<file path="src/rtl/core/c2d_pkg.sv">
//------------------------------------------------------------------------------
// c2d_pkg: shared types and constants for the 2D convolution MAC unit
// Field structs, store geometry and action codes.
//------------------------------------------------------------------------------
package c2d_pkg;

  localparam int InChannels  = 4;
  localparam int InHeight    = 16;
  localparam int InWidth     = 16;
  localparam int OutChannels = 4;
  localparam int KernelSize  = 3;
  localparam int DataWidth   = 16;
  localparam int SumWidth    = 40;

  localparam int FeatDepth = InChannels * InHeight * InWidth;
  localparam int WgtDepth  = OutChannels * InChannels * KernelSize * KernelSize;
  localparam int FeatAw    = $clog2(FeatDepth);
  localparam int WgtAw     = $clog2(WgtDepth);
  localparam int ProdWidth = 2 * DataWidth;
  localparam int QDepth    = 2;

  typedef enum logic [1:0] {
    ACT_LOAD_FEAT = 2'd0,
    ACT_LOAD_WGT  = 2'd1,
    ACT_COMPUTE   = 2'd2,
    ACT_NONE      = 2'd3
  } action_t;

  localparam logic [0:0] REG_STRIDE  = 1'b0;
  localparam logic [0:0] REG_PADDING = 1'b1;

  typedef struct packed {
    logic [1:0]         action;
    logic [1:0]         out_channel;
    logic [1:0]         in_channel;
    logic [3:0]         row;
    logic [3:0]         col;
    logic signed [15:0] value;
  } in_item_t;

  typedef struct packed {
    logic signed [SumWidth-1:0] sum;
    logic [1:0]                 out_channel_echo;
    logic [3:0]                 out_row;
    logic [3:0]                 out_col;
  } out_item_t;

  // Compute job handed from front to back: base input coordinates.
  typedef struct packed {
    logic [1:0]        oc;
    logic [3:0]        row;
    logic [3:0]        col;
    logic signed [7:0] y0;
    logic signed [7:0] x0;
  } job_t;

  typedef enum logic [1:0] {
    BK_IDLE,
    BK_RUN,
    BK_DRAIN,
    BK_DONE
  } bk_state_t;

endpackage

</file>
<file path="src/rtl/core/c2d_back.sv">
//------------------------------------------------------------------------------
// c2d_back: tap sequencer and shared multiply-accumulate
// Walks channels x kernel taps, one read a cycle, and holds the result.
//------------------------------------------------------------------------------
module c2d_back
  import c2d_pkg::*;
(
  input  logic                 clk,
  input  logic                 rst,
  input  logic                 job_valid,
  input  job_t                 job,
  output logic                 job_take,
  output logic                 busy,
  output logic [FeatAw-1:0]    feat_raddr,
  input  logic [DataWidth-1:0] feat_rdata,
  output logic [WgtAw-1:0]     wgt_raddr,
  input  logic [DataWidth-1:0] wgt_rdata,
  output logic                 empty,
  input  logic                 pop,
  output out_item_t            result
);

  localparam int ChW = $clog2(InChannels) > 0 ? $clog2(InChannels) : 1;
  localparam int KW  = $clog2(KernelSize) > 0 ? $clog2(KernelSize) : 1;

  bk_state_t state;
  bk_state_t state_next;

  job_t       cur;
  logic [ChW-1:0] ch;
  logic [KW-1:0]  ki;
  logic [KW-1:0]  kj;
  logic       last;
  logic signed [8:0] y;
  logic signed [8:0] x;
  logic       inside_tap;

  // Pipeline: read (addr) -> data (valid1) -> product (valid2) -> accumulate
  logic       v1;
  logic       in1;
  logic       v2;
  logic signed [ProdWidth-1:0] prod;
  logic signed [SumWidth-1:0]  accum;
  logic       out_full;

  assign last = (32'(ch) == InChannels - 1) && (32'(ki) == KernelSize - 1)
             && (32'(kj) == KernelSize - 1);
  assign y = 9'(signed'(cur.y0)) + 9'(ki);
  assign x = 9'(signed'(cur.x0)) + 9'(kj);
  assign inside_tap = (y >= 0) && (y < 9'(InHeight)) && (x >= 0) && (x < 9'(InWidth));

  assign feat_raddr = FeatAw'((32'(ch) * InHeight + 32'(y[7:0])) * InWidth
                      + 32'(x[7:0]));
  assign wgt_raddr = WgtAw'(((32'(cur.oc) * InChannels + 32'(ch)) * KernelSize
                     + 32'(ki)) * KernelSize + 32'(kj));

  assign empty = !out_full;

  always_comb begin
    state_next = state;
    unique case (state)
      BK_IDLE:  if (job_valid) state_next = BK_RUN;
      BK_RUN:   if (last) state_next = BK_DRAIN;
      BK_DRAIN: if (!v1 && !v2) state_next = BK_DONE;
      BK_DONE:  if (!out_full) state_next = BK_IDLE;
      default:  state_next = BK_IDLE;
    endcase
  end

  always_comb begin
    job_take = (state == BK_IDLE) && job_valid;
    busy     = (state != BK_IDLE);
  end

  always_ff @(posedge clk) begin
    if (rst) begin
      state    <= BK_IDLE;
      v1       <= 1'b0;
      v2       <= 1'b0;
      out_full <= 1'b0;
    end else begin
      state <= state_next;
      v1    <= (state == BK_RUN);
      v2    <= v1;
      if (state == BK_DONE && !out_full) begin
        out_full <= 1'b1;
      end else if (pop && out_full) begin
        out_full <= 1'b0;
      end
    end
  end

  always_ff @(posedge clk) begin
    in1 <= inside_tap;
    if (job_take) begin
      cur   <= job;
      ch    <= '0;
      ki    <= '0;
      kj    <= '0;
      accum <= '0;
    end else if (state == BK_RUN) begin
      // advance tap counters
      if (32'(kj) == KernelSize - 1) begin
        kj <= '0;
        if (32'(ki) == KernelSize - 1) begin
          ki <= '0;
          ch <= ch + ChW'(1);
        end else begin
          ki <= ki + KW'(1);
        end
      end else begin
        kj <= kj + KW'(1);
      end
    end
    if (v1) begin
      if (in1) begin
        prod <= signed'(feat_rdata) * signed'(wgt_rdata);
      end else begin
        prod <= '0;
      end
    end
    if (v2) begin
      accum <= accum + SumWidth'(prod);
    end
    if (state == BK_DONE && !out_full) begin
      result <= '{sum: accum, out_channel_echo: cur.oc, out_row: cur.row,
                  out_col: cur.col};
    end
  end

endmodule

</file>
<file path="config.mk">
export PLATFORM = sky130hd
export DESIGN_NAME = c2d_back
export DESIGN_NICKNAME = d
export VERILOG_FILES = /design/src/rtl/core/c2d_pkg.sv /design/src/rtl/core/c2d_back.sv
export SDC_FILE = /design/constraint.sdc
export NUM_CORES = 1
export LEC_CHECK = 0
export BUFFER_PORTS_ARGS = -buffer_cell sky130_fd_sc_hd__buf_2
export CORE_UTILIZATION = 55
export CTS_BUF_LIST = sky130_fd_sc_hd__clkbuf_4 sky130_fd_sc_hd__clkbuf_8
export DETAILED_ROUTE_END_ITERATION = 7
export GPL_ROUTABILITY_DRIVEN = 0
export PLACE_DENSITY_LB_ADDON = 0.05
export SLEW_MARGIN = 10
export SYNTH_ARGS = -nofsm -noshare
export SYNTH_HDL_FRONTEND = slang
export SYNTH_SLANG_ARGS = --single-unit
</file>
<file path="constraint.sdc">
create_clock -name clk -period 9.7 [get_ports clk]
set_input_delay 0.97 -clock clk [delete_from_list [all_inputs] [get_ports clk]]
set_output_delay 0.97 -clock clk [all_outputs]
set_load 0.005 [all_outputs]
</file>
==> out/results.ini <==
[synth]
netlist_area_um2 = 18400
synth_top_family_by_area = adder cells
yosys.area_share.adder_pct = 40.1
synth_edf_count = 148
synthXorXnorAreaFrac_pct = 4.01
yosysSeqAreaShare_pct = 25.5
synthSimpleGateAreaFrac_pct = 14.0
syn-instance-count = 1798
synth_cell_types = 67
synth_ff_type = edfxtp_1
synth.avg_cell_area_um2 = 10.2
muxShareOfSynthArea_pct = 0.218
syn_nets = 2286
yosys_warnings = 0
ys_async_sr_fraction_pct = 0
synth_compound_area_share_pct = 7.89
synth-seq-cells = 160

[run_status]
status = complete, no violations

[finish]
num-nets-final = 2388
fin_util_pct = 60.5
num-fill-cells = 2834
synthToLayoutAreaGrowth_pct = 7.76
drive_above_1_share_pct = 9.98
diodes = 0

[setup_path]
endpoint = prod[25]$_SDFFCE_PN0P_
r2r_cells = 12
arrival_ns = 7.11
startpoint_type = input port
crit_required_ns = 9.91
regToRegEndpoint = accum[24]$_SDFFCE_PN0P_
critPathKind = in -> reg
crit_path_max_fanout = 16
r2r_start = accum[0]$_SDFFCE_PN0P_
endpoint_kind = register
r2r_slack_ns = 6.30
critPathLaunch = wgt_rdata[4]

[timing]
max_freq_ghz = 0.145
final_hold_viol_count = 0
drv_slew = 0
rsz0062_at_grt = no
finClkSkew_ns = 0.0225
period_needed_ns = 6.90
period_share_pct = 71.1
finalSetupTns_ns = 0
setup_violations = 0
maxSlewHeadroom_pct = 35.8
worst_pin_slew_ns = 0.963

[clock_network]
cts_buffer_depth = 2
numClockSinks = 160
htreeDepth = 4
cts_resized = 0
cts_tree = built
cts_buffers = 17
post_cts_buffers = 0
clk_pin_slew_ns = 0.08
holdBufCountCts = 0
root_buffer = clkbuf_8
clock_latency_ns = 0.46

[global_routing]
gr-total-overflow = 0
grt_max_degree = 49
track_usage_pct = 23.6
grt_pass1_wl_um = 62900
grt_pass1_vias = 12400
antenna_found_initial = 0

[route]
drt_iter0_drc = 793
wire_per_inst_um = 16.2
vias = 12300
drt-total-wl_um = 38100
drc = 0
first_pass_iters = 5
ant_nets = 0
viasPerCell = 5.21

[floorplanning]
die_w_um = 185
core_um2 = 32700
num_io_pins = 133
start_util_pct = 56.1
rows = 66
die-area_um2 = 34100
die_h_um = 185

[flow_run]
maxCapViolCount = 0

[place]
portBuffers = 132
hpwl_um = 31200

[min_path]
worstHoldPathType = reg -> reg

==> placed cells by master, fill, tap and decap left out, drive strengths merged, types with 4 or more instances in the layout <==
cell / count
a211oi: 8
nor2: 54
o211ai: 7
and4: 5
a31oi: 9
or3: 5
nor4: 5
nor2b: 13
nor3b: 4
inv: 361
buf: 136
clkbuf: 19
ha: 156
and3: 17
edfxtp: 148
o21bai: 5
nand3: 17
nor3: 18
xnor2: 57
fa: 270
o21a: 10
a21o: 39
a21oi: 74
nand4: 8
and2: 163
dfxtp: 12
nand2: 166
xor2: 27
mux2i: 4
nand2b: 11
a31o: 4
o21ai: 39
==> kinds of logic after synthesis <==
group / after synthesis
flip-flops: 160
buffers and inverters: 404
multiplexers: 4
adder cells (fa/ha/maj): 426
XOR/XNOR: 84
AO/OA/AOI/OAI: 222
AND/OR/NAND/NOR: 498
==> worst max-delay path: stages <==
cell	delay [ns]
buf_2	0.19
and2_1	0.21
fa_1	0.53
inv_1	0.05
fa_1	0.57
fa_1	0.44
fa_1	0.49
inv_1	0.05
fa_1	0.52
inv_1	0.05
fa_1	0.52
inv_1	0.04
ha_1	0.35
a21o_1	0.21
a211oi_2	0.27
nor2_1	0.11
a2111o_1	0.40
a41o_1	0.28
a21o_1	0.19
or3_1	0.33
a21oi_1	0.14
and3b_1	0.18
==> state kept, by name (all words and copies together), names as in the netlist <==
name / count
v1: 1
prod: 32
state: 2
kj: 2
accum: 40
ch: 2
in1: 1
out_full: 1
cur: 26
ki: 2
v2: 1
result: 50
==> layer usage <==
layer,part of all wire (%),GRT usage [%]
met1,50,34.9
met4,1.6,6.21
met5,0,0
met2,44,36.4
met3,5.1,3.20
==> Yosys cell counts, drive strengths merged, types with 9 or more instances <==
library cell  instances  area share, %
a21o                 39            1.6
a21oi                74            2.0
a31oi                 9           0.34
and2                163            5.6
and3                 17           0.59
clkbuf               52            1.1
dfxtp                12            1.3
edfxtp              148             24
fa                  270             29
ha                  156             11
inv                 351            7.2
nand2               166            3.4
nand2b               11           0.37
nand3                17           0.46
nor2                 54            1.1
nor2b                13           0.44
nor3                 18           0.52
o21a                 10           0.41
o21ai                39            1.1
xnor2                57            2.7
xor2                 27            1.3
==> worst min path at each step <==
stage	from	depth (start not counted)	slack [ns]	endpoint
floorplan	cur[16]$_DFFE_PP_	0	0.40	result[0]$_DFFE_PP_
global placement	cur[21]$_DFFE_PP_	0	0.40	result[5]$_DFFE_PP_
global route	cur[22]$_DFFE_PP_	0	0.43	result[6]$_DFFE_PP_
detailed placement	cur[22]$_DFFE_PP_	0	0.40	result[6]$_DFFE_PP_
CTS	cur[22]$_DFFE_PP_	0	0.43	result[6]$_DFFE_PP_
finish	cur[22]$_DFFE_PP_	0	0.43	result[6]$_DFFE_PP_
==> metrics by stage <==
step	cells	setup slack, ns	hold WS (ns)	area, um^2
2_1_floorplan	1798	2.69	0.400	18400
3_3_place_gp	2323	2.35	0.401	19400
3_5_place_dp	2323	2.33	0.405	19400
4_1_cts	2355	2.81	0.428	19800
5_1_grt	2355	2.51	0.430	19800
6_report	2355	2.80	0.426	19800
==> final cells by class <==
type	count	area (um^2)	share of cell area (%)
sequential	160	4680	23.7
timing repair buffer	136	691	3.49
inverter	351	1320	6.66
clock inverter	13	124	0.626
clock buffer	19	255	1.29
tap	442	553	2.80
multi-input combinational	1234	12200	61.5
Power is left out: the tool's default activity adds up to more than one toggle a clock period on the data nets, which glitch-free logic cannot reach.
