--- src/rtl/core/c2d_ram.sv ---
//------------------------------------------------------------------------------
// c2d_ram: generic single-port-write, single-port-read RAM
// One write and one registered read per cycle.
//------------------------------------------------------------------------------
module c2d_ram #(
  parameter int Width = 16,
  parameter int Depth = 16
) (
  input  logic                     clk,
  input  logic                     we,
  input  logic [$clog2(Depth)-1:0] waddr,
  input  logic [Width-1:0]         wdata,
  input  logic [$clog2(Depth)-1:0] raddr,
  output logic [Width-1:0]         rdata
);

  logic [Width-1:0] mem [Depth];

  always_ff @(posedge clk) begin
    if (we) begin
      mem[waddr] <= wdata;
    end
    rdata <= mem[raddr];
  end

endmodule

--- config.mk ---
export PLATFORM = sky130hd
export DESIGN_NAME = c2d_ram
export DESIGN_NICKNAME = d
export VERILOG_FILES = /design/src/rtl/core/c2d_ram.sv
export SDC_FILE = /design/constraint.sdc
export NUM_CORES = 1
export LEC_CHECK = 0
export ABC_AREA = 1
export BUFFER_PORTS_ARGS = -buffer_cell sky130_fd_sc_hd__buf_4
export CAP_MARGIN = 10
export CORE_MARGIN = 2
export CORE_UTILIZATION = 55
export DETAILED_ROUTE_END_ITERATION = 7
export HOLD_SLACK_MARGIN = 0.02
export PLACE_DENSITY = 0.72
export SYNTH_ARGS = -nofsm -noshare
export SYNTH_HDL_FRONTEND = slang
export SYNTH_SLANG_ARGS = --single-unit
--- constraint.sdc ---
create_clock -name clk -period 2.8 [get_ports clk]
set_input_delay 0.14 -clock clk [delete_from_list [all_inputs] [get_ports clk]]
set_output_delay 0.14 -clock clk [all_outputs]
set_load 0.01 [all_outputs]
==> results of run 1 <==
-- layout make-up --
cell class / count / area, um^2 / share of cell area
tap: 270 / 338 / 0.0261
timing repair buffer: 79 / 671 / 0.0518
clock inverter: 18 / 130 / 0.0101
multi-input combinational: 553 / 2360 / 0.183
sequential: 272 / 8010 / 0.619
clock buffer: 31 / 691 / 0.0533
inverter: 198 / 744 / 0.0575
-- how the worst max path moves through the flow --
stage / startpoint / slack [ns] / endpoint / cells after the start
after global routing: waddr[3] / 1.54 / mem[5][2] / 3
after global placement: waddr[3] / 1.07 / mem[5][0] / 3
after CTS: rdata[8] / 1.58 / rdata[8] / 1
after detailed placement: waddr[3] / 1.06 / mem[5][3] / 3
after floorplan: waddr[2] / 1.36 / mem[10][0] / 2
final: rdata[8] / 1.57 / rdata[8] / 1
-- through the flow --
stage | cells | power [mW] | setup WS, ns | area (um^2) | hold slack, ns
after global placement | 1356 | 5.20 | 1.07 | 12000 | 0.454
after floorplan | 1074 | 4.98 | 1.36 | 11400 | 0.239
final | 1421 | 8.52 | 1.57 | 12900 | 0.0374
after detailed placement | 1356 | 5.22 | 1.06 | 12000 | 0.450
after global routing | 1421 | 8.78 | 1.54 | 12900 | 0.0450
after CTS | 1421 | 8.54 | 1.58 | 12900 | 0.0228
-- per-layer routing --
metal,part of all wire,GRT usage,vias up
li1,-,-,3576
met1,0.42,0.329,3511
met4,0.030,0.0857,0
met3,0.066,0.0278,59
met2,0.49,0.399,249
met5,0,0,-
-- kinds of logic after synthesis --
kind of cell	after synthesis	synth area share
buffers and inverters	249	0.0921
flip-flops	272	0.704
AND/OR/NAND/NOR	553	0.204
-- flip-flops by register name, indices dropped and copies added, names as in the netlist --
register	count
rdata	16
mem	256
-- power groups by stage --
stage,clock (mW),sequential [mW],combinational [mW]
finish,3.37,4.58,0.566
detailed placement,0,4.67,0.547
global route,3.56,4.59,0.628
global placement,0,4.67,0.538
floorplan,0,4.67,0.307
CTS,3.39,4.58,0.569
-- cells in the final DEF, fill, tap and decap left out, types with 2 or more instances in the layout --
| master | instances |
|---|---|
| clkbuf_1 | 4 |
| nand3b_1 | 2 |
| bufinv_16 | 2 |
| clkinv_2 | 6 |
| buf_4 | 60 |
| dlygate4sd3_1 | 16 |
| clkinv_1 | 10 |
| nor2_2 | 16 |
| edfxtp_1 | 256 |
| buf_12 | 3 |
| nand2_1 | 341 |
| inv_1 | 196 |
| clkbuf_16 | 27 |
| nand3_1 | 193 |
| dfxtp_1 | 16 |
==> out/results.ini, run 1 <==
[run_status]
status=complete, no violations

[worst_setup_path]
slowest_stage=dfxtp_1
rrSetupSlack_ns=1.74
critPathKind=reg2out
r2r-start=mem[1][5]
cp_data_arrival_time_ns=1.09
cp_data_required_time_ns=2.66
critPathMaxStageDelay_ns=0.41
r2r-end=rdata[5]
endpoint_kind=output pin
critPathTopFamily=flip-flops
cp-start-kind=flop
path_max_fanout=1
worst_r2r_path_depth=6
cp_num_buf_inv=1
path_cells=buf_4

[finish]
drive_gt1_frac=0.101
final_nets=1157
finish.utilization=0.638
fillers=1603
antennaDiodeCount=0
synthToLayoutAreaGrowth_pct=13.8

[synth]
yosysWarnings=0
synth_edf_count=256
ys_seq_elements=272
synth_top_area_share=0.675
syn_area_um2=11400
ys_seq_area_frac=0.704
ys_types=13
synthCells=1074
avgSynthCellArea_um2=10.6
synth_area_leaders=edfxtp_1, nand2_1, nand3_1
async_reset_ff_frac=0
ys.flop_type=edfxtp_1
synth_nets=1100
netlist_top_cells_count=nand2_1, edfxtp_1, inv_1, nand3_1, buf_2
synth_largest_area_cell=edfxtp_1
yosysMostFrequentCell=nand2_1

[pwr]
powerDensity_nw_per_um2=658
clkPwrFrac=0.395
p_sw_frac=0.216
ir_drop_uv=467
p_comb_frac=0.066
seqPwrFrac=0.538
p_int_mw=6.68
power_switching_mw=1.84
p_leak_nw=5.55

[floorplanning]
fp.dieArea_um2=21900
initial_utilization=0.561
die_w_um=148
ioPinCount=42
core_area_um2=20300
row_count=52
die_y_um=148

[routing]
vias=7395
first_pass_iters=7
avgRoutedWirePerCell_um=17.9
drc=0
viasPerCell=5.20
first_iter_violations=678
ant_nets=0
totalWireLength_um=25500

[timing]
finClkSkew_ns=0.0121
setup_violations=0
hold_viol_final=0
slew_headroom=0.300
period_share=0.439
drv_slew=0
rsz0062_at_grt=false
setup_tns_ns=0
worst_pin_slew_ns=1.05
fin_crit_ns=1.23
fmax_mhz=813

[clocking]
hold_buffers=16
cts_setup_buffers=0
clk_path_buf_depth=3
htreeDepth=1
cts_root_buffer=clkbuf_16
worstSkewPairLatency_ns=0.53
tritoncts=done
cts_made_buffers=27
cts_resized=0
cts_num_sinks=272
cts.clk_slew.worst_paths_ns=0.06

[grt]
antenna_found_initial=0
grt_pass1_wl_um=39800
grt_max_degree=129
groute.usage.overall=0.239
grt_pass1_vias=7241
grt_overflow=0

[min_path]
hold_start=raddr[3]
holdPathStages=3
hold_end=rdata[7]
hold_class=in2reg

[placement]
io_buffer_count=41
gp_congestion=0.772
hpwlAfterDp_um=13900

[job]
cap_violations=0

Power figures use the tool's default switching activity.
==> inputs of run 2 (changes only) <==
PLACE_DENSITY = 0.75   (was 0.72)
clock period = 1.1 ns   (was 2.8 ns; I/O delays follow)
==> run 2 against run 1 <==
Effect of this change:
- utilization up 3.6 points
- sequential share of layout area down 3.2 points
- register-to-register slack worse by 1.6 ns
- worst setup slack worse by 1.6 ns
==> out/results.ini, run 2 (synthesis gave the netlist of run 1 again) <==
[finish]
finish.utilization=0.673
fin_cells=1468
drive_gt1_frac=0.139
regMostFlops=mem
mostFrequentLayoutCells=nand2_1, edfxtp_1, inv_1, nand3_1, buf_4
synthToLayoutAreaGrowth_pct=20.1
final_nets=1202
final_common_cell=nand2_1
antennaDiodeCount=0
final_area_um2=13700
reg.largest.list=mem (256), rdata (16)
largest_register_ff_count=256
fillers=1434

[clocking]
clk_path_buf_depth=3
cts_root_buffer=clkbuf_16
worstSkewPairLatency_ns=0.55
cts.clk_slew.worst_paths_ns=0.06
htreeDepth=1
cts_num_sinks=272
cts_setup_buffers=0
tritoncts=done
cts_made_buffers=28

[worst_setup_path]
rrSetupSlack_ns=0.10
critPathKind=reg2out
path_max_fanout=1
worst_r2r_path_depth=6
cp-start-kind=flop
critPathMaxStageDelay_ns=0.36
r2r-start=mem[8][5]
endpoint_kind=output pin
critPathLaunch=rdata[8]
cp_data_required_time_ns=1.04
critPathTopFamily=flip-flops
cp-endpoint=rdata[8]
r2r-end=rdata[5]
cp_data_arrival_time_ns=1.03
path_cells=buf_6
slowest_stage=dfxtp_4
cp_num_buf_inv=1
crit_cells=1

[pwr]
p_leak_nw=5.92
power_mw=22.7
powerDensity_nw_per_um2=1660
ir_drop_uv=1580

[floorplanning]
core_area_um2=20300
initial_utilization=0.561
row_count=52
fp.dieArea_um2=21900
die_w_um=148
ioPinCount=42
die_y_um=148

[routing]
first_iter_violations=679
viasPerCell=5.28
totalWireLength_um=26600
ant_nets=0
first_pass_iters=6
drc=0
avgRoutedWirePerCell_um=18.1
vias=7745

[grt]
antenna_found_initial=0
grt_pass1_vias=7641
groute.usage.overall=0.248
grt_max_degree=41
grt_pass1_wl_um=41100
grt_overflow=0

[placement]
io_buffer_count=41
dp_cells=1399
place_area_um2=12600
gp_congestion=0.827
hpwlAfterDp_um=16300
pre_cts_slack_ns=-0.111

[job]
cap_violations=0

[timing]
setup_ws_ns=0.0149
setup_tns_ns=0
finClkSkew_ns=0.0111
worst_pin_slew_ns=0.305
fmax_mhz=922
rsz0062_at_grt=false
fin_crit_ns=1.09
drv_slew=0
slew_headroom=0.796
hold_viol_final=0
hold_ws_ns=0.0711
setup_violations=0
period_share=0.986

[min_path]
hold_start=raddr[2]
hold_class=in2reg

[run_status]
status=complete, no violations

==> run 2: layer usage <==
layer | wire (um) | track usage
met1 | 10700 | 0.337
met2 | 13100 | 0.410
met3 | 2110 | 0.0364
met4 | 710 | 0.0948
met5 | 0 | 0
==> run 2: how the worst min path moves through the flow <==
stage / to / slack [ns] / cells past startpoint
3_5_place_dp: mem[9][15] / 0.37 / 1
5_1_grt: rdata[12] / 0.1 / 5
3_3_place_gp: mem[8][15] / 0.36 / 1
6_report: rdata[12] / 0.07 / 5
2_1_floorplan: mem[0][0] / 0.15 / 0
4_1_cts: rdata[12] / 0.06 / 5
==> run 2: area by class of cell <==
| cell class | instances | area [um^2] | share of cell area |
|---|---|---|---|
| multi-input combinational | 553 | 2370 | 0.173 |
| timing repair buffer | 123 | 1290 | 0.0947 |
| sequential | 272 | 8010 | 0.586 |
| inverter | 198 | 744 | 0.0545 |
| clock buffer | 36 | 762 | 0.0557 |
| clock inverter | 16 | 148 | 0.0108 |
| tap | 270 | 338 | 0.0247 |
==> run 2: power by group <==
part	total (mW)	leakage, nW	switching (mW)	internal, mW
clock	9.35	0.451	3.80	5.56
sequential	11.7	2.45	0.0753	11.6
combinational	1.66	3.02	1.03	0.638
total	22.7	5.92	4.90	17.8
==> run 2: repair_timing <==
action / in CTS / in global routing
resized for setup: 3 / 2
pin swaps: 0 / 0
setup endpoints to repair: 1 / 2
hold buffers: 17 / 0
hold endpoints to repair: 263 / 0
==> inputs of run 3 (changes only) <==
CORE_MARGIN = 8   (was 2)
clock period = 0.9 ns   (was 1.1 ns; I/O delays follow)
==> run 3 against run 2 <==
Effect of this change:
- clock power increased by 22%
- wire length increased by 3.1%
- largest cell class unchanged
- via count increased by 0.56%
- the run now ends with negative setup slack left
- critical endpoint is now rdata[3]
- hold slack improved by 0.017 ns
==> out/results.ini, run 3 (synthesis gave the netlist of run 1 again) <==
[timing]
setup_violations=26
worst_pin_slew_ns=0.282
rsz0062_at_grt=true
slew_headroom=0.812
fin_crit_ns=1.05
finClkSkew_ns=0.0119
fmax_mhz=954
period_share=1.16
drv_slew=0
hold_viol_final=0
setup_ws_ns=-0.148

[worst_setup_path]
endpoint_kind=output pin
critPathKind=reg2out
path_cells=buf_6
cp_data_arrival_time_ns=1.00
path_max_fanout=1
rrSetupSlack_ns=-0.07
critPathMaxStageDelay_ns=0.36
cp_data_required_time_ns=0.85
critPathTopFamily=flip-flops
slowest_stage=dfxtp_2
cp-start-kind=flop
cp_num_buf_inv=1

[grt]
grt_pass1_vias=7885
grt_max_degree=57
grt_overflow=0
antenna_found_initial=0
grt_pass1_wl_um=42600
groute.usage.overall=0.214

[finish]
final_common_cell=nand2_1
antennaDiodeCount=0
final_nets=1197
drive_gt1_frac=0.215
regMostFlops=mem
synthToLayoutAreaGrowth_pct=25.2
mostFrequentLayoutCells=nand2_1, edfxtp_1, inv_1, nand3_1, nand3_2
largest_register_ff_count=256
finish.utilization=0.702
reg.largest.list=mem (256), rdata (16)

[floorplanning]
die_y_um=160
ioPinCount=42
row_count=52
die_w_um=160
fp.dieArea_um2=25600
core_area_um2=20300
initial_utilization=0.561

[placement]
io_buffer_count=41
hpwlAfterDp_um=15700
gp_congestion=0.784

[pwr]
p_leak_nw=6.06
powerDensity_nw_per_um2=1960
ir_drop_uv=1710
power_mw=28.0

[clocking]
cts_made_buffers=27
cts_root_buffer=clkbuf_16
tritoncts=done
cts_setup_buffers=0
worstSkewPairLatency_ns=0.54
htreeDepth=1
clk_path_buf_depth=3
cts.clk_slew.worst_paths_ns=0.06
cts_num_sinks=272

[run_status]
violations=negative setup slack
status=finished, violations left

[routing]
viasPerCell=5.33
highest_layer=met4
wl_met2_um=13400
met3_length_um=2050
ant_nets=0
drc=0
totalWireLength_um=27500
first_iter_violations=687
wl_met1_um=10800
avgRoutedWirePerCell_um=18.8
first_pass_iters=6
vias=7788

[min_path]
hold_class=in2reg

[job]
cap_violations=0

## run 3: changes by cell type in the layout (fill, tap and decap cells not counted), moves of 13 or more
cell	before	now
dfxtp_2	2	15
nor2_2	15	0
nand3_2	0	57
nor2_4	1	17
buf_6	1	16
nand3_1	193	135
nand2_1	341	326
buf_4	79	52
## run 3: power by group
group / switching (mW) / total (mW) / internal (mW)
logic: 1.38 / 2.28 / 0.900
clock network: 4.56 / 11.4 / 6.86
registers: 0.104 / 14.3 / 14.2
total: 6.05 / 28.0 / 21.9
## run 3: what timing repair did
item / CTS / global route
gates resized for setup: 53 / 49
gates cloned: 0 / 0
endpoints found under the setup margin: 28 / 32
pin swaps: 20 / 37
endpoints found under the hold margin: 270 / 0
hold buffers: 17 / 0
## run 3: final cells by class
class	count	area (um^2)
tap	270	338
multi-input combinational	553	2810
inverter	198	752
clock inverter	16	178
timing repair buffer	119	1420
fill	1371	6050
clock buffer	33	728
sequential	272	8030
## run 3: path summary, 6_finish.rpt
check                            startpoint   endpoint  depth (start not counted)
worst min register to register  mem[10][13]  rdata[13]                          6
worst max-delay path               rdata[3]   rdata[3]                          1
worst max register to register    mem[5][2]   rdata[2]                          6
worst min-delay path               raddr[2]   rdata[0]                          5
## run 3: through the flow
step                TNS (ns)  area, um^2  hold slack (ns)  setup WS [ns]  cells
floorplan             -29.01       11600            0.144         -0.224   1074
global placement      -46.40       12800            0.350         -0.218   1395
detailed placement    -50.48       12800            0.348         -0.240   1395
CTS                    -2.24       14100           0.0726         -0.170   1461
global route           -3.30       14300            0.105         -0.167   1461
finish                 -2.08       14300           0.0882         -0.148   1461
## run 3: layer usage
layer,global-route usage,vias to the layer above
met1,0.266,3715
li1,-,3662
met5,0,-
met2,0.359,330
met4,0.0981,0
met3,0.0380,81
