### src/rtl/core/c2d_pkg.sv
//------------------------------------------------------------------------------
// c2d_pkg: shared types and constants for the 2D convolution MAC unit
// Field structs, store geometry and action codes.
//------------------------------------------------------------------------------
package c2d_pkg;

  localparam int InChannels  = 4;
  localparam int InHeight    = 16;
  localparam int InWidth     = 16;
  localparam int OutChannels = 4;
  localparam int KernelSize  = 3;
  localparam int DataWidth   = 16;
  localparam int SumWidth    = 40;

  localparam int FeatDepth = InChannels * InHeight * InWidth;
  localparam int WgtDepth  = OutChannels * InChannels * KernelSize * KernelSize;
  localparam int FeatAw    = $clog2(FeatDepth);
  localparam int WgtAw     = $clog2(WgtDepth);
  localparam int ProdWidth = 2 * DataWidth;
  localparam int QDepth    = 2;

  typedef enum logic [1:0] {
    ACT_LOAD_FEAT = 2'd0,
    ACT_LOAD_WGT  = 2'd1,
    ACT_COMPUTE   = 2'd2,
    ACT_NONE      = 2'd3
  } action_t;

  localparam logic [0:0] REG_STRIDE  = 1'b0;
  localparam logic [0:0] REG_PADDING = 1'b1;

  typedef struct packed {
    logic [1:0]         action;
    logic [1:0]         out_channel;
    logic [1:0]         in_channel;
    logic [3:0]         row;
    logic [3:0]         col;
    logic signed [15:0] value;
  } in_item_t;

  typedef struct packed {
    logic signed [SumWidth-1:0] sum;
    logic [1:0]                 out_channel_echo;
    logic [3:0]                 out_row;
    logic [3:0]                 out_col;
  } out_item_t;

  // Compute job handed from front to back: base input coordinates.
  typedef struct packed {
    logic [1:0]        oc;
    logic [3:0]        row;
    logic [3:0]        col;
    logic signed [7:0] y0;
    logic signed [7:0] x0;
  } job_t;

  typedef enum logic [1:0] {
    BK_IDLE,
    BK_RUN,
    BK_DRAIN,
    BK_DONE
  } bk_state_t;

endpackage

### src/rtl/core/c2d_front.sv
//------------------------------------------------------------------------------
// c2d_front: input decode and job queue
// Writes loads straight into the stores, range-checks computes and queues them.
//------------------------------------------------------------------------------
module c2d_front
  import c2d_pkg::*;
(
  input  logic                 clk,
  input  logic                 rst,
  input  logic                 push,
  output logic                 full,
  input  in_item_t             item,
  input  logic [2:0]           stride,
  input  logic [1:0]           padding,
  input  logic                 busy,
  output logic                 feat_we,
  output logic [FeatAw-1:0]    feat_waddr,
  output logic                 wgt_we,
  output logic [WgtAw-1:0]     wgt_waddr,
  output logic [DataWidth-1:0] wdata,
  output logic                 job_valid,
  output job_t                 job,
  input  logic                 job_take
);

  job_t       q [QDepth];
  logic       rd_ptr;
  logic       wr_ptr;
  logic [1:0] count;

  logic       acc;
  logic       is_load;
  logic [2:0] st;
  logic [8:0] span_h;
  logic [8:0] span_w;
  logic [7:0] y_base;
  logic [7:0] x_base;
  logic       job_ok;
  logic       enq;

  assign is_load = (item.action == ACT_LOAD_FEAT) || (item.action == ACT_LOAD_WGT);
  // Hold loads until every queued and running compute has read the stores.
  assign full = (count == 2'(QDepth)) || (is_load && ((count != 2'd0) || busy));
  assign acc  = push && !full;
  assign st   = (stride == 3'd0) ? 3'd1 : stride;

  assign span_h = 9'(InHeight) + {6'd0, padding, 1'b0} - 9'(KernelSize);
  assign span_w = 9'(InWidth) + {6'd0, padding, 1'b0} - 9'(KernelSize);

  assign y_base = 8'({4'd0, item.row} * {5'd0, st}) - {6'd0, padding};
  assign x_base = 8'({4'd0, item.col} * {5'd0, st}) - {6'd0, padding};

  // An output position exists while position*stride stays within the padded span.
  assign job_ok = (32'(item.out_channel) < OutChannels)
               && !span_h[8] && (({5'd0, item.row} * {6'd0, st}) <= span_h)
               && !span_w[8] && (({5'd0, item.col} * {6'd0, st}) <= span_w);
  assign enq = acc && (item.action == ACT_COMPUTE) && job_ok;

  assign wdata = item.value[DataWidth-1:0];
  assign feat_we = acc && (item.action == ACT_LOAD_FEAT)
                && (32'(item.in_channel) < InChannels)
                && (32'(item.row) < InHeight) && (32'(item.col) < InWidth);
  assign feat_waddr = FeatAw'((32'(item.in_channel) * InHeight + 32'(item.row))
                      * InWidth + 32'(item.col));
  assign wgt_we = acc && (item.action == ACT_LOAD_WGT)
               && (32'(item.out_channel) < OutChannels)
               && (32'(item.in_channel) < InChannels)
               && (32'(item.row) < KernelSize) && (32'(item.col) < KernelSize);
  assign wgt_waddr = WgtAw'(((32'(item.out_channel) * InChannels + 32'(item.in_channel))
                     * KernelSize + 32'(item.row)) * KernelSize + 32'(item.col));

  assign job_valid = (count != 2'd0);
  assign job       = q[rd_ptr];

  always_ff @(posedge clk) begin
    if (enq) begin
      q[wr_ptr] <= '{oc: item.out_channel, row: item.row, col: item.col,
                     y0: y_base, x0: x_base};
    end
  end

  always_ff @(posedge clk) begin
    if (rst) begin
      rd_ptr <= 1'b0;
      wr_ptr <= 1'b0;
      count  <= '0;
    end else begin
      if (enq) begin
        wr_ptr <= ~wr_ptr;
      end
      if (job_take) begin
        rd_ptr <= ~rd_ptr;
      end
      count <= count + {1'b0, enq} - {1'b0, job_take};
    end
  end

endmodule

### config.mk
export PLATFORM = sky130hd
export DESIGN_NAME = c2d_front
export DESIGN_NICKNAME = d
export VERILOG_FILES = /design/src/rtl/core/c2d_pkg.sv /design/src/rtl/core/c2d_front.sv
export SDC_FILE = /design/constraint.sdc
export NUM_CORES = 1
export LEC_CHECK = 0
export BUFFER_PORTS_ARGS = -buffer_cell sky130_fd_sc_hd__buf_2
export CAP_MARGIN = 40
export CELL_PAD_IN_SITES_DETAIL_PLACEMENT = 1
export CELL_PAD_IN_SITES_GLOBAL_PLACEMENT = 2
export CORE_ASPECT_RATIO = 0.8
export CORE_MARGIN = 4
export CORE_UTILIZATION = 35
export DETAILED_ROUTE_END_ITERATION = 6
export HOLD_SLACK_MARGIN = 0.03
export PLACE_DENSITY_LB_ADDON = 0.3
export REMOVE_ABC_BUFFERS = 1
export SLEW_MARGIN = 20
export SYNTH_ARGS = -nofsm -noshare
export SYNTH_HDL_FRONTEND = slang
export SYNTH_SLANG_ARGS = --single-unit
export TNS_END_PERCENT = 30
### constraint.sdc
create_clock -name clk -period 6.1 [get_ports clk]
set_input_delay 0.915 -clock clk [delete_from_list [all_inputs] [get_ports clk]]
set_output_delay 0.915 -clock clk [all_outputs]
set_load 0.01 [all_outputs]
==> results of run 1 <==
## kinds of logic (layout without fill, tap and decap cells)
family	count (synthesis)	after routing	share of synthesized area, %
buffers and inverters	94	154	10.2
adder cells (fa/ha/maj)	89	89	28.3
AND/OR/NAND/NOR	66	66	8.17
flip-flops	57	57	36.8
AO/OA/AOI/OAI	46	46	6.76
multiplexers	26	26	6.48
XOR/XNOR	17	17	3.30
## layer usage
metal	GRT usage (%)	vias to the layer above	part of all wire (%)
met5	0	-	0
li1	-	1429	-
met4	4.53	0	1.4
met2	23.5	91	43
met1	21.8	1437	49
met3	4.21	10	5.9
## area by class of cell
| type | instances | area, sq um | area share (%) |
|---|---|---|---|
| clock buffers | 9 | 225 | 4.29 |
| well taps | 171 | 214 | 4.08 |
| flip-flops and latches | 57 | 1660 | 31.7 |
| repair buffers | 75 | 385 | 7.34 |
| inverters | 63 | 236 | 4.51 |
| multi-input cells | 244 | 2400 | 45.7 |
| clock inverters | 7 | 125 | 2.38 |
## path summary, 6_finish.rpt
check / depth (start not counted) / end / startpoint / slack [ns]
setup / recovery: 12 / wgt_waddr[5] / item[21] / 1.10
hold / removal: 2 / rd_ptr / rd_ptr / 0.53
setup reg to reg: 9 / count[1] / count[0] / 4.02
hold reg to reg: 2 / rd_ptr / rd_ptr / 0.53
## metrics by stage
step,std cells,hold slack (ns),instance area (sq um)
after global routing,626,0.579,5250
final,626,0.535,5250
after global placement,610,0.493,4900
after CTS,626,0.551,5250
after detailed placement,610,0.533,4900
after floorplan,364,0.480,4290
## cell usage in the layout, fill, tap and decap left out, drive strengths merged, types with 2 or more instances in the layout
| cell type | n |
|---|---|
| buf | 75 |
| ha | 67 |
| inv | 65 |
| edfxtp | 52 |
| mux2 | 26 |
| fa | 22 |
| nand2 | 21 |
| a21oi | 17 |
| nor2 | 14 |
| xnor2 | 12 |
| a21o | 10 |
| and2 | 9 |
| clkbuf | 9 |
| o21ai | 8 |
| xor2 | 5 |
| dfxtp | 5 |
| nor2b | 3 |
| nor3 | 3 |
| nand4 | 3 |
| bufinv | 3 |
| o21bai | 3 |
| o211a | 2 |
| a211oi | 2 |
| nand3 | 2 |
| clkinv | 2 |
| nand4b | 2 |
## worst max-delay path, cell delays in order
cell and delay (ns):
buf_2 0.17, fa_1 0.50, ha_1 0.24, fa_1 0.50, fa_1 0.55, inv_1 0.06, fa_1 0.45, inv_1 0.08
a21oi_1 0.06, o21bai_1 0.22, xor2_1 0.17, buf_2 0.15
## power by group
part / total [mW] / leakage, nW / switching, mW / internal (mW)
combinational: 0.573 / 1.83 / 0.322 / 0.252
sequential: 0.459 / 0.509 / 0.00359 / 0.456
clock: 0.592 / 0.171 / 0.190 / 0.403
## flip-flops by register name, summed over array words and instances, names as in the netlist, named ones only
register  count
count         2
q            52
rd_ptr        1
wr_ptr        1
==> results.ini, run 1 <==
[pwr]
p_total_mw = 1.62
ir_drop_uv = 288
pwr_density_cell_nw_per_um2 = 310
leakage_nw = 2.51

[floorplan]
die_area_sq_um = 14800
row_count = 36
start_util_pct = 36.5
die_y_microns = 110
die_width_microns = 135
core_sq_um = 12400
num_io_pins = 104

[sta]
drv_slew = 0
hold_viol = 0
finalWorstPathRequiredPeriod_ns = 5.00
worst_pin_slew_ns = 0.416
max_freq_ghz = 0.200
tns_ns = 0
clock-skew-final_ns = 0.00465
finalSetupViolations = 0
fin_ws_ns = 1.10
grt_setup_unrepaired = false
slew_headroom_pct = 72.2
period_share_pct = 81.9

[cts]
ctsResizeCount = 0
clockRootBuffer = clkbuf_16
numCtsBuffers = 9
post-cts-setup-buffers = 0
cts_tree = yes
htreeDepth = 3
clk_pin_slew_ns = 0.05
insertion_delay_ns = 0.33
cts.sinks = 57
ctsHoldBuffers = 0
cts_buffer_depth = 2

[placed_design]
routabilityCongestion = 0.801
io_buffers = 71
pre_cts_slack_ns = 0.888
dp_hpwl_microns = 8340

[logic_synthesis]
async_flop_share_pct = 0
synth-main-ff-cell = edfxtp_1
ys_ff_latch = 57
yosysWarnings = 0
netlist_top_cells_count = 67 x ha_1, 63 x inv_1, 52 x edfxtp_1, 26 x buf_4, 26 x mux2_2
synth.area.top_cells = edfxtp_1 35%, ha_1 19%, fa_1 9.8%
yosysSeqAreaShare_pct = 36.8
syn_inst = 395
synth_edf_count = 52
yosysUniqueCellTypes = 44
synth_area_sq_um = 4520
synth.most_common_cell = ha_1
yosys.area.top_type = edfxtp_1
syn_area_per_cell_sq_um = 11.4
synth_top_cell_area_share_pct = 34.6

[final_layout]
drive_gt1_share_pct = 27.9
n_fill_cell = 1352
n_antenna_cell = 0
fin_util_pct = 42.4
final_nets = 579
area_growth_pct = 16.2

[critical_path]
worstPathMaxFanout = 8
cp-start-kind = input pin
critPathCaptureType = output pin
crit_type = in2out
arrival_ns = 4.08
cp.required_ns = 5.18

[drt]
viasPerCell = 4.74
wl_microns = 10600
drc = 0
drtPass1Iterations = 4
vias = 2967
ant_nets = 0
drtIter0Drc = 120
post_drt_wl_per_cell_microns = 17.0

[status]
status = finished, final reports clean

[grt]
grt_pass1_vias = 3298
antenna_found_initial = 0
grt_max_degree = 27
overflow = 0
grt_pass1_wl_microns = 17300
track_usage_pct = 15.5

[job]
drv_cap = 0

[hold_path]
hold_class = reg2reg

Note: power is estimated with default switching activity, not from simulation.
==> run 2: changes to the inputs <==
--- a/config.mk
+++ b/config.mk
@@ -11,7 +11,7 @@
 export CELL_PAD_IN_SITES_GLOBAL_PLACEMENT = 2
 export CORE_ASPECT_RATIO = 0.8
 export CORE_MARGIN = 4
-export CORE_UTILIZATION = 35
+export CORE_UTILIZATION = 32
 export DETAILED_ROUTE_END_ITERATION = 6
 export HOLD_SLACK_MARGIN = 0.03
 export PLACE_DENSITY_LB_ADDON = 0.3
==> constraint.sdc (replaced) <==
create_clock -name clk -period 4.54 [get_ports clk]
set_input_delay 0.681 -clock clk [delete_from_list [all_inputs] [get_ports clk]]
set_output_delay 0.681 -clock clk [all_outputs]
set_load 0.01 [all_outputs]
==> run 2 against run 1 <==
  * Critical path depth is the same
  * Clock skew grew 0.00059 ns
  * Routed wire length shrank 0.26%
  * Via count grew 0.37%
  * Largest power group is now combinational cells
  * Sequential power grew 36%
  * Final area grew 2.0%
==> results.ini, run 2 (synthesis gave the netlist of run 1 again) <==
[sta]
worst_pin_slew_ns = 0.699
finalWorstPathRequiredPeriod_ns = 4.39
max_freq_ghz = 0.228
drv_slew = 0
grt_setup_unrepaired = false
hold_viol = 0
tns_ns = 0
finalSetupViolations = 0
slew_headroom_pct = 53.3
period_share_pct = 96.7
clock-skew-final_ns = 0.00525

[grt]
overflow = 0
grt_max_degree = 16
grt_pass1_vias = 3259
grt_pass1_wl_microns = 17300
antenna_found_initial = 0
track_usage_pct = 14.2

[floorplan]
start_util_pct = 33.0
die_area_sq_um = 16100
die_width_microns = 141
die_y_microns = 114
core_sq_um = 13700
row_count = 38
num_io_pins = 104

[critical_path]
cp.required_ns = 3.86
arrival_ns = 3.71
cp-start-kind = input pin
crit_type = in2out
critPathCaptureType = output pin
worstPathMaxFanout = 2

[pwr]
seq_power_share_pct = 30.2
leakage_nw = 2.55
clkPwrFrac_pct = 31.5
swShare_pct = 32.8
pwr_density_cell_nw_per_um2 = 385
comb_power_share_pct = 38.3
p_total_mw = 2.06
p_sw_uw = 676
ir_drop_uv = 269
power.internal_mw = 1.39

[drt]
vias = 2978
viasPerCell = 4.60
drc = 0
drtPass1Iterations = 5
ant_nets = 0
post_drt_wl_per_cell_microns = 16.4
drtIter0Drc = 78
wl_microns = 10600

[final_layout]
final_nets = 592
final_common_cell = buf_2
fin_util_pct = 39.1
area_growth_pct = 18.6
drive_gt1_share_pct = 30.6
n_antenna_cell = 0
final_cell_mix = 71 x buf_2, 66 x ha_1, 63 x inv_1, 52 x edfxtp_1, 26 x mux2_2
largest_reg_flops = 52
top_register = q
largestRegisters = q (52), count (2)

[cts]
cts_tree = yes
htreeDepth = 3
clk_pin_slew_ns = 0.05
cts.sinks = 57
cts_buffer_depth = 2
post-cts-setup-buffers = 0
insertion_delay_ns = 0.34
numCtsBuffers = 9
clockRootBuffer = clkbuf_16

[placed_design]
dp_hpwl_microns = 8550
routabilityCongestion = 0.755
io_buffers = 71

[job]
drv_cap = 0

[hold_path]
hold_class = reg2reg

[status]
status = finished, final reports clean

-- run 2: power groups by stage --
stage	clock network [mW]	registers (mW)	logic, mW
final	0.650	0.623	0.789
after global routing	0.696	0.625	0.903
after CTS	0.670	0.624	0.797
after detailed placement	0	0.634	0.786
after global placement	0	0.634	0.769
after floorplan	0	0.633	0.522
-- run 2: path summary, 6_finish.rpt --
check	cells after the start	end	start	slack [ns]
setup / recovery	12	wgt_waddr[6]	item[21]	0.15
setup reg to reg	9	count[1]	count[0]	2.54
hold reg to reg	2	flop	rd_ptr	0.53
hold / removal	2	flop	rd_ptr	0.53
-- run 2: routing by layer --
metal  global-route usage (%)  routed length, microns  up-vias
li1                         -                       -     1457
met1                     19.0                    5210     1422
met2                     21.0                    4470       89
met3                     5.34                     792       10
met4                     5.23                     150        0
met5                        0                       0        -
-- run 2: final cells by class --
| cell class | instances | area (sq um) |
|---|---|---|
| fill | 1542 | 8340 |
| multi-input combinational | 244 | 2410 |
| clock inverter | 7 | 61.3 |
| inverter | 63 | 236 |
| clock buffer | 9 | 225 |
| timing repair buffer | 88 | 533 |
| sequential | 57 | 1660 |
| tap | 180 | 225 |
-- run 2: worst max-delay path, stage by stage --
cell,delay [ns]
buf_2,0.14
fa_1,0.48
ha_2,0.21
fa_2,0.56
fa_1,0.45
ha_1,0.31
a21o_1,0.17
a21oi_2,0.17
o21bai_1,0.08
a21oi_1,0.17
xnor2_1,0.14
buf_2,0.15
-- run 2: repair_timing --
item                       CTS  global route
setup endpoints to repair    0             3
resized for setup            0             4
hold buffers                 0             0
-- run 2: metrics by stage --
step,area [sq um],hold slack [ns],cells,worst slack (ns)
final,5350,0.526,648,0.151
after floorplan,4290,0.480,364,-0.372
after global placement,5060,0.490,632,0.0910
after global routing,5350,0.563,648,0.00952
after CTS,5340,0.528,648,0.0349
after detailed placement,5060,0.510,632,0.0320
==> run 3: changes to the inputs <==
--- a/config.mk
+++ b/config.mk
@@ -10,12 +10,13 @@
 export CELL_PAD_IN_SITES_DETAIL_PLACEMENT = 1
 export CELL_PAD_IN_SITES_GLOBAL_PLACEMENT = 2
 export CORE_ASPECT_RATIO = 0.8
-export CORE_MARGIN = 4
+export CORE_MARGIN = 5
 export CORE_UTILIZATION = 32
 export DETAILED_ROUTE_END_ITERATION = 6
 export HOLD_SLACK_MARGIN = 0.03
 export PLACE_DENSITY_LB_ADDON = 0.3
 export REMOVE_ABC_BUFFERS = 1
+export SETUP_SLACK_MARGIN = 0.2
 export SLEW_MARGIN = 20
 export SYNTH_ARGS = -nofsm -noshare
 export SYNTH_HDL_FRONTEND = slang
==> run 3 against run 2 <==
  * Total power up 3.1%
  * Critical path depth unchanged
  * Combinational power up 8.4%
  * Die area up 3.2%
  * Sequential share of layout area down 0.25 points
  * Worst setup slack better by 0.087 ns
  * Sequential cell count unchanged
  * Largest power group unchanged
  * Register-to-register slack worse by 0.09 ns
  * Clock skew down 0.0016 ns
  * Critical path type unchanged
  * Utilization up 0.32 points
  * Routed wire length up 3.7%
  * Maximum frequency up 2.0%
==> results.ini, run 3 (synthesis gave the netlist of run 1 again) <==
[critical_path]
crit_slowest_cell = fa_2
worstPathMaxFanout = 3
reg2regPathDepth = 9
crit_type = in2out
arrival_ns = 3.62
slowest_delay_ns = 0.55
path_buf_inv = 2
worstReg2RegEnd = count[1]
startpoint = item[24]
cp-start-kind = input pin
critPathCaptureType = output pin
critPathTopFamily = adder cells
cp.required_ns = 3.86
cp_cell_sequence = buf_2, fa_1, ha_2, fa_2, fa_1, ha_1, a21o_1, a21oi_2, o21bai_1, a21oi_1, xnor2_1, buf_2
r2r_slack_ns = 2.45
timing.rr.start = count[0]

[grt]
antenna_found_initial = 0
grt_max_degree = 27
grt_pass1_wl_microns = 17800
grt_pass1_vias = 3432
overflow = 0
track_usage_pct = 14.2

[placed_design]
placed_cell_area_sq_um = 5050
placedCellCount = 634
pre_cts_slack_ns = 0.0314
io_buffers = 71
dp_hpwl_microns = 8680
routabilityCongestion = 0.766

[final_layout]
largest_reg_flops = 52
largestRegisters = q (52), count (2)
n_antenna_cell = 0
top_register = q
stdcell_area_sq_um = 5400
drive_gt1_share_pct = 31.6
final_cell_mix = 70 x buf_2, 65 x ha_1, 63 x inv_1, 52 x edfxtp_1, 26 x mux2_2
layout.cells.non_filler = 654
fin_util_pct = 39.4
area_growth_pct = 19.5
final_nets = 598
final_common_cell = buf_2

[sta]
clock-skew-final_ns = 0.00360
fin_ws_ns = 0.238
max_freq_ghz = 0.232
timing.hold.ws_ns = 0.514
finalSetupViolations = 0
hold_viol = 0
grt_setup_unrepaired = true
finalWorstPathRequiredPeriod_ns = 4.30
slew_headroom_pct = 73.8
drv_slew = 0
period_share_pct = 94.8
worst_pin_slew_ns = 0.390

[hold_path]
hold_class = reg2reg
hp-start = rd_ptr
hold_depth = 2

[drt]
ant_nets = 0
post_drt_wl_per_cell_microns = 16.8
drtPass1Iterations = 6
vias = 3046
viasPerCell = 4.66
drc = 0
drtIter0Drc = 65
wl_microns = 11000

[floorplan]
die_y_microns = 116
start_util_pct = 33.0
die_area_sq_um = 16600
die_width_microns = 143
row_count = 38
core_sq_um = 13700
num_io_pins = 104

[cts]
clk_pin_slew_ns = 0.05
cts.sinks = 57
htreeDepth = 3
cts_tree = yes
insertion_delay_ns = 0.34
clockRootBuffer = clkbuf_16
numCtsBuffers = 9
cts_buffer_depth = 2

[pwr]
leakage_nw = 2.57
ir_drop_uv = 297
pwr_density_cell_nw_per_um2 = 394

[status]
status = finished, final reports clean

[job]
drv_cap = 0

[run 3: worst max-delay path by stage]
stage                         endpoint  slack (ns)  depth (start not counted)
after floorplan                q[0][0]       -0.37                         13
after global placement    wgt_waddr[5]        0.09                         12
after detailed placement      count[1]        0.03                         19
after CTS                 wgt_waddr[6]        0.20                         12
after global routing      wgt_waddr[6]        0.11                         12
final                     wgt_waddr[6]        0.24                         12
[run 3: worst register-to-register path, cell delays in order (launching register included)]
cell and delay (ns):
dfxtp_1 0.40, nand2b_1 0.23, nor4b_4 0.30, nand4_1 0.17
ha_1 0.30, inv_1 0.06, ha_1 0.16, xor2_1 0.18
xnor2_1 0.13, nor2_1 0.05
[run 3: metrics by stage]
step | power, mW | setup TNS (ns)
floorplan | 1.15 | -19.36
CTS | 2.15 | 0
finish | 2.13 | 0
detailed placement | 1.44 | 0
global route | 2.28 | 0
global placement | 1.42 | 0
[run 3: report_power, final]
part,internal (mW),switching (mW),leakage (nW),total (mW)
clock network,0.420,0.233,0.136,0.653
registers,0.613,0.00557,0.509,0.618
logic,0.398,0.456,1.93,0.855
[run 3: repair_timing]
| item | in CTS | in global routing |
|---|---|---|
| resized for setup | 6 | 1 |
| hold endpoints to repair | 0 | 0 |
| hold buffers | 0 | 0 |
| setup buffers | 2 | 2 |
| pin swaps | 8 | 11 |
| setup endpoints to repair | 4 | 4 |
[run 3: layout make-up]
type | instances | area (sq um)
inverter | 63 | 236
multi-input combinational | 244 | 2430
clock inverter | 6 | 58.8
timing repair buffer | 94 | 556
fill | 1540 | 8300
tap | 180 | 225
sequential | 57 | 1660
clock buffer | 10 | 229
[run 3: routing by layer]
layer  part of all wire (%)  vias up  track usage, %
li1                       -     1468               -
met1                     48     1481            18.4
met2                     43       89            22.0
met3                    7.4        8            6.14
met4                    1.0        0            3.42
met5                      0        -               0
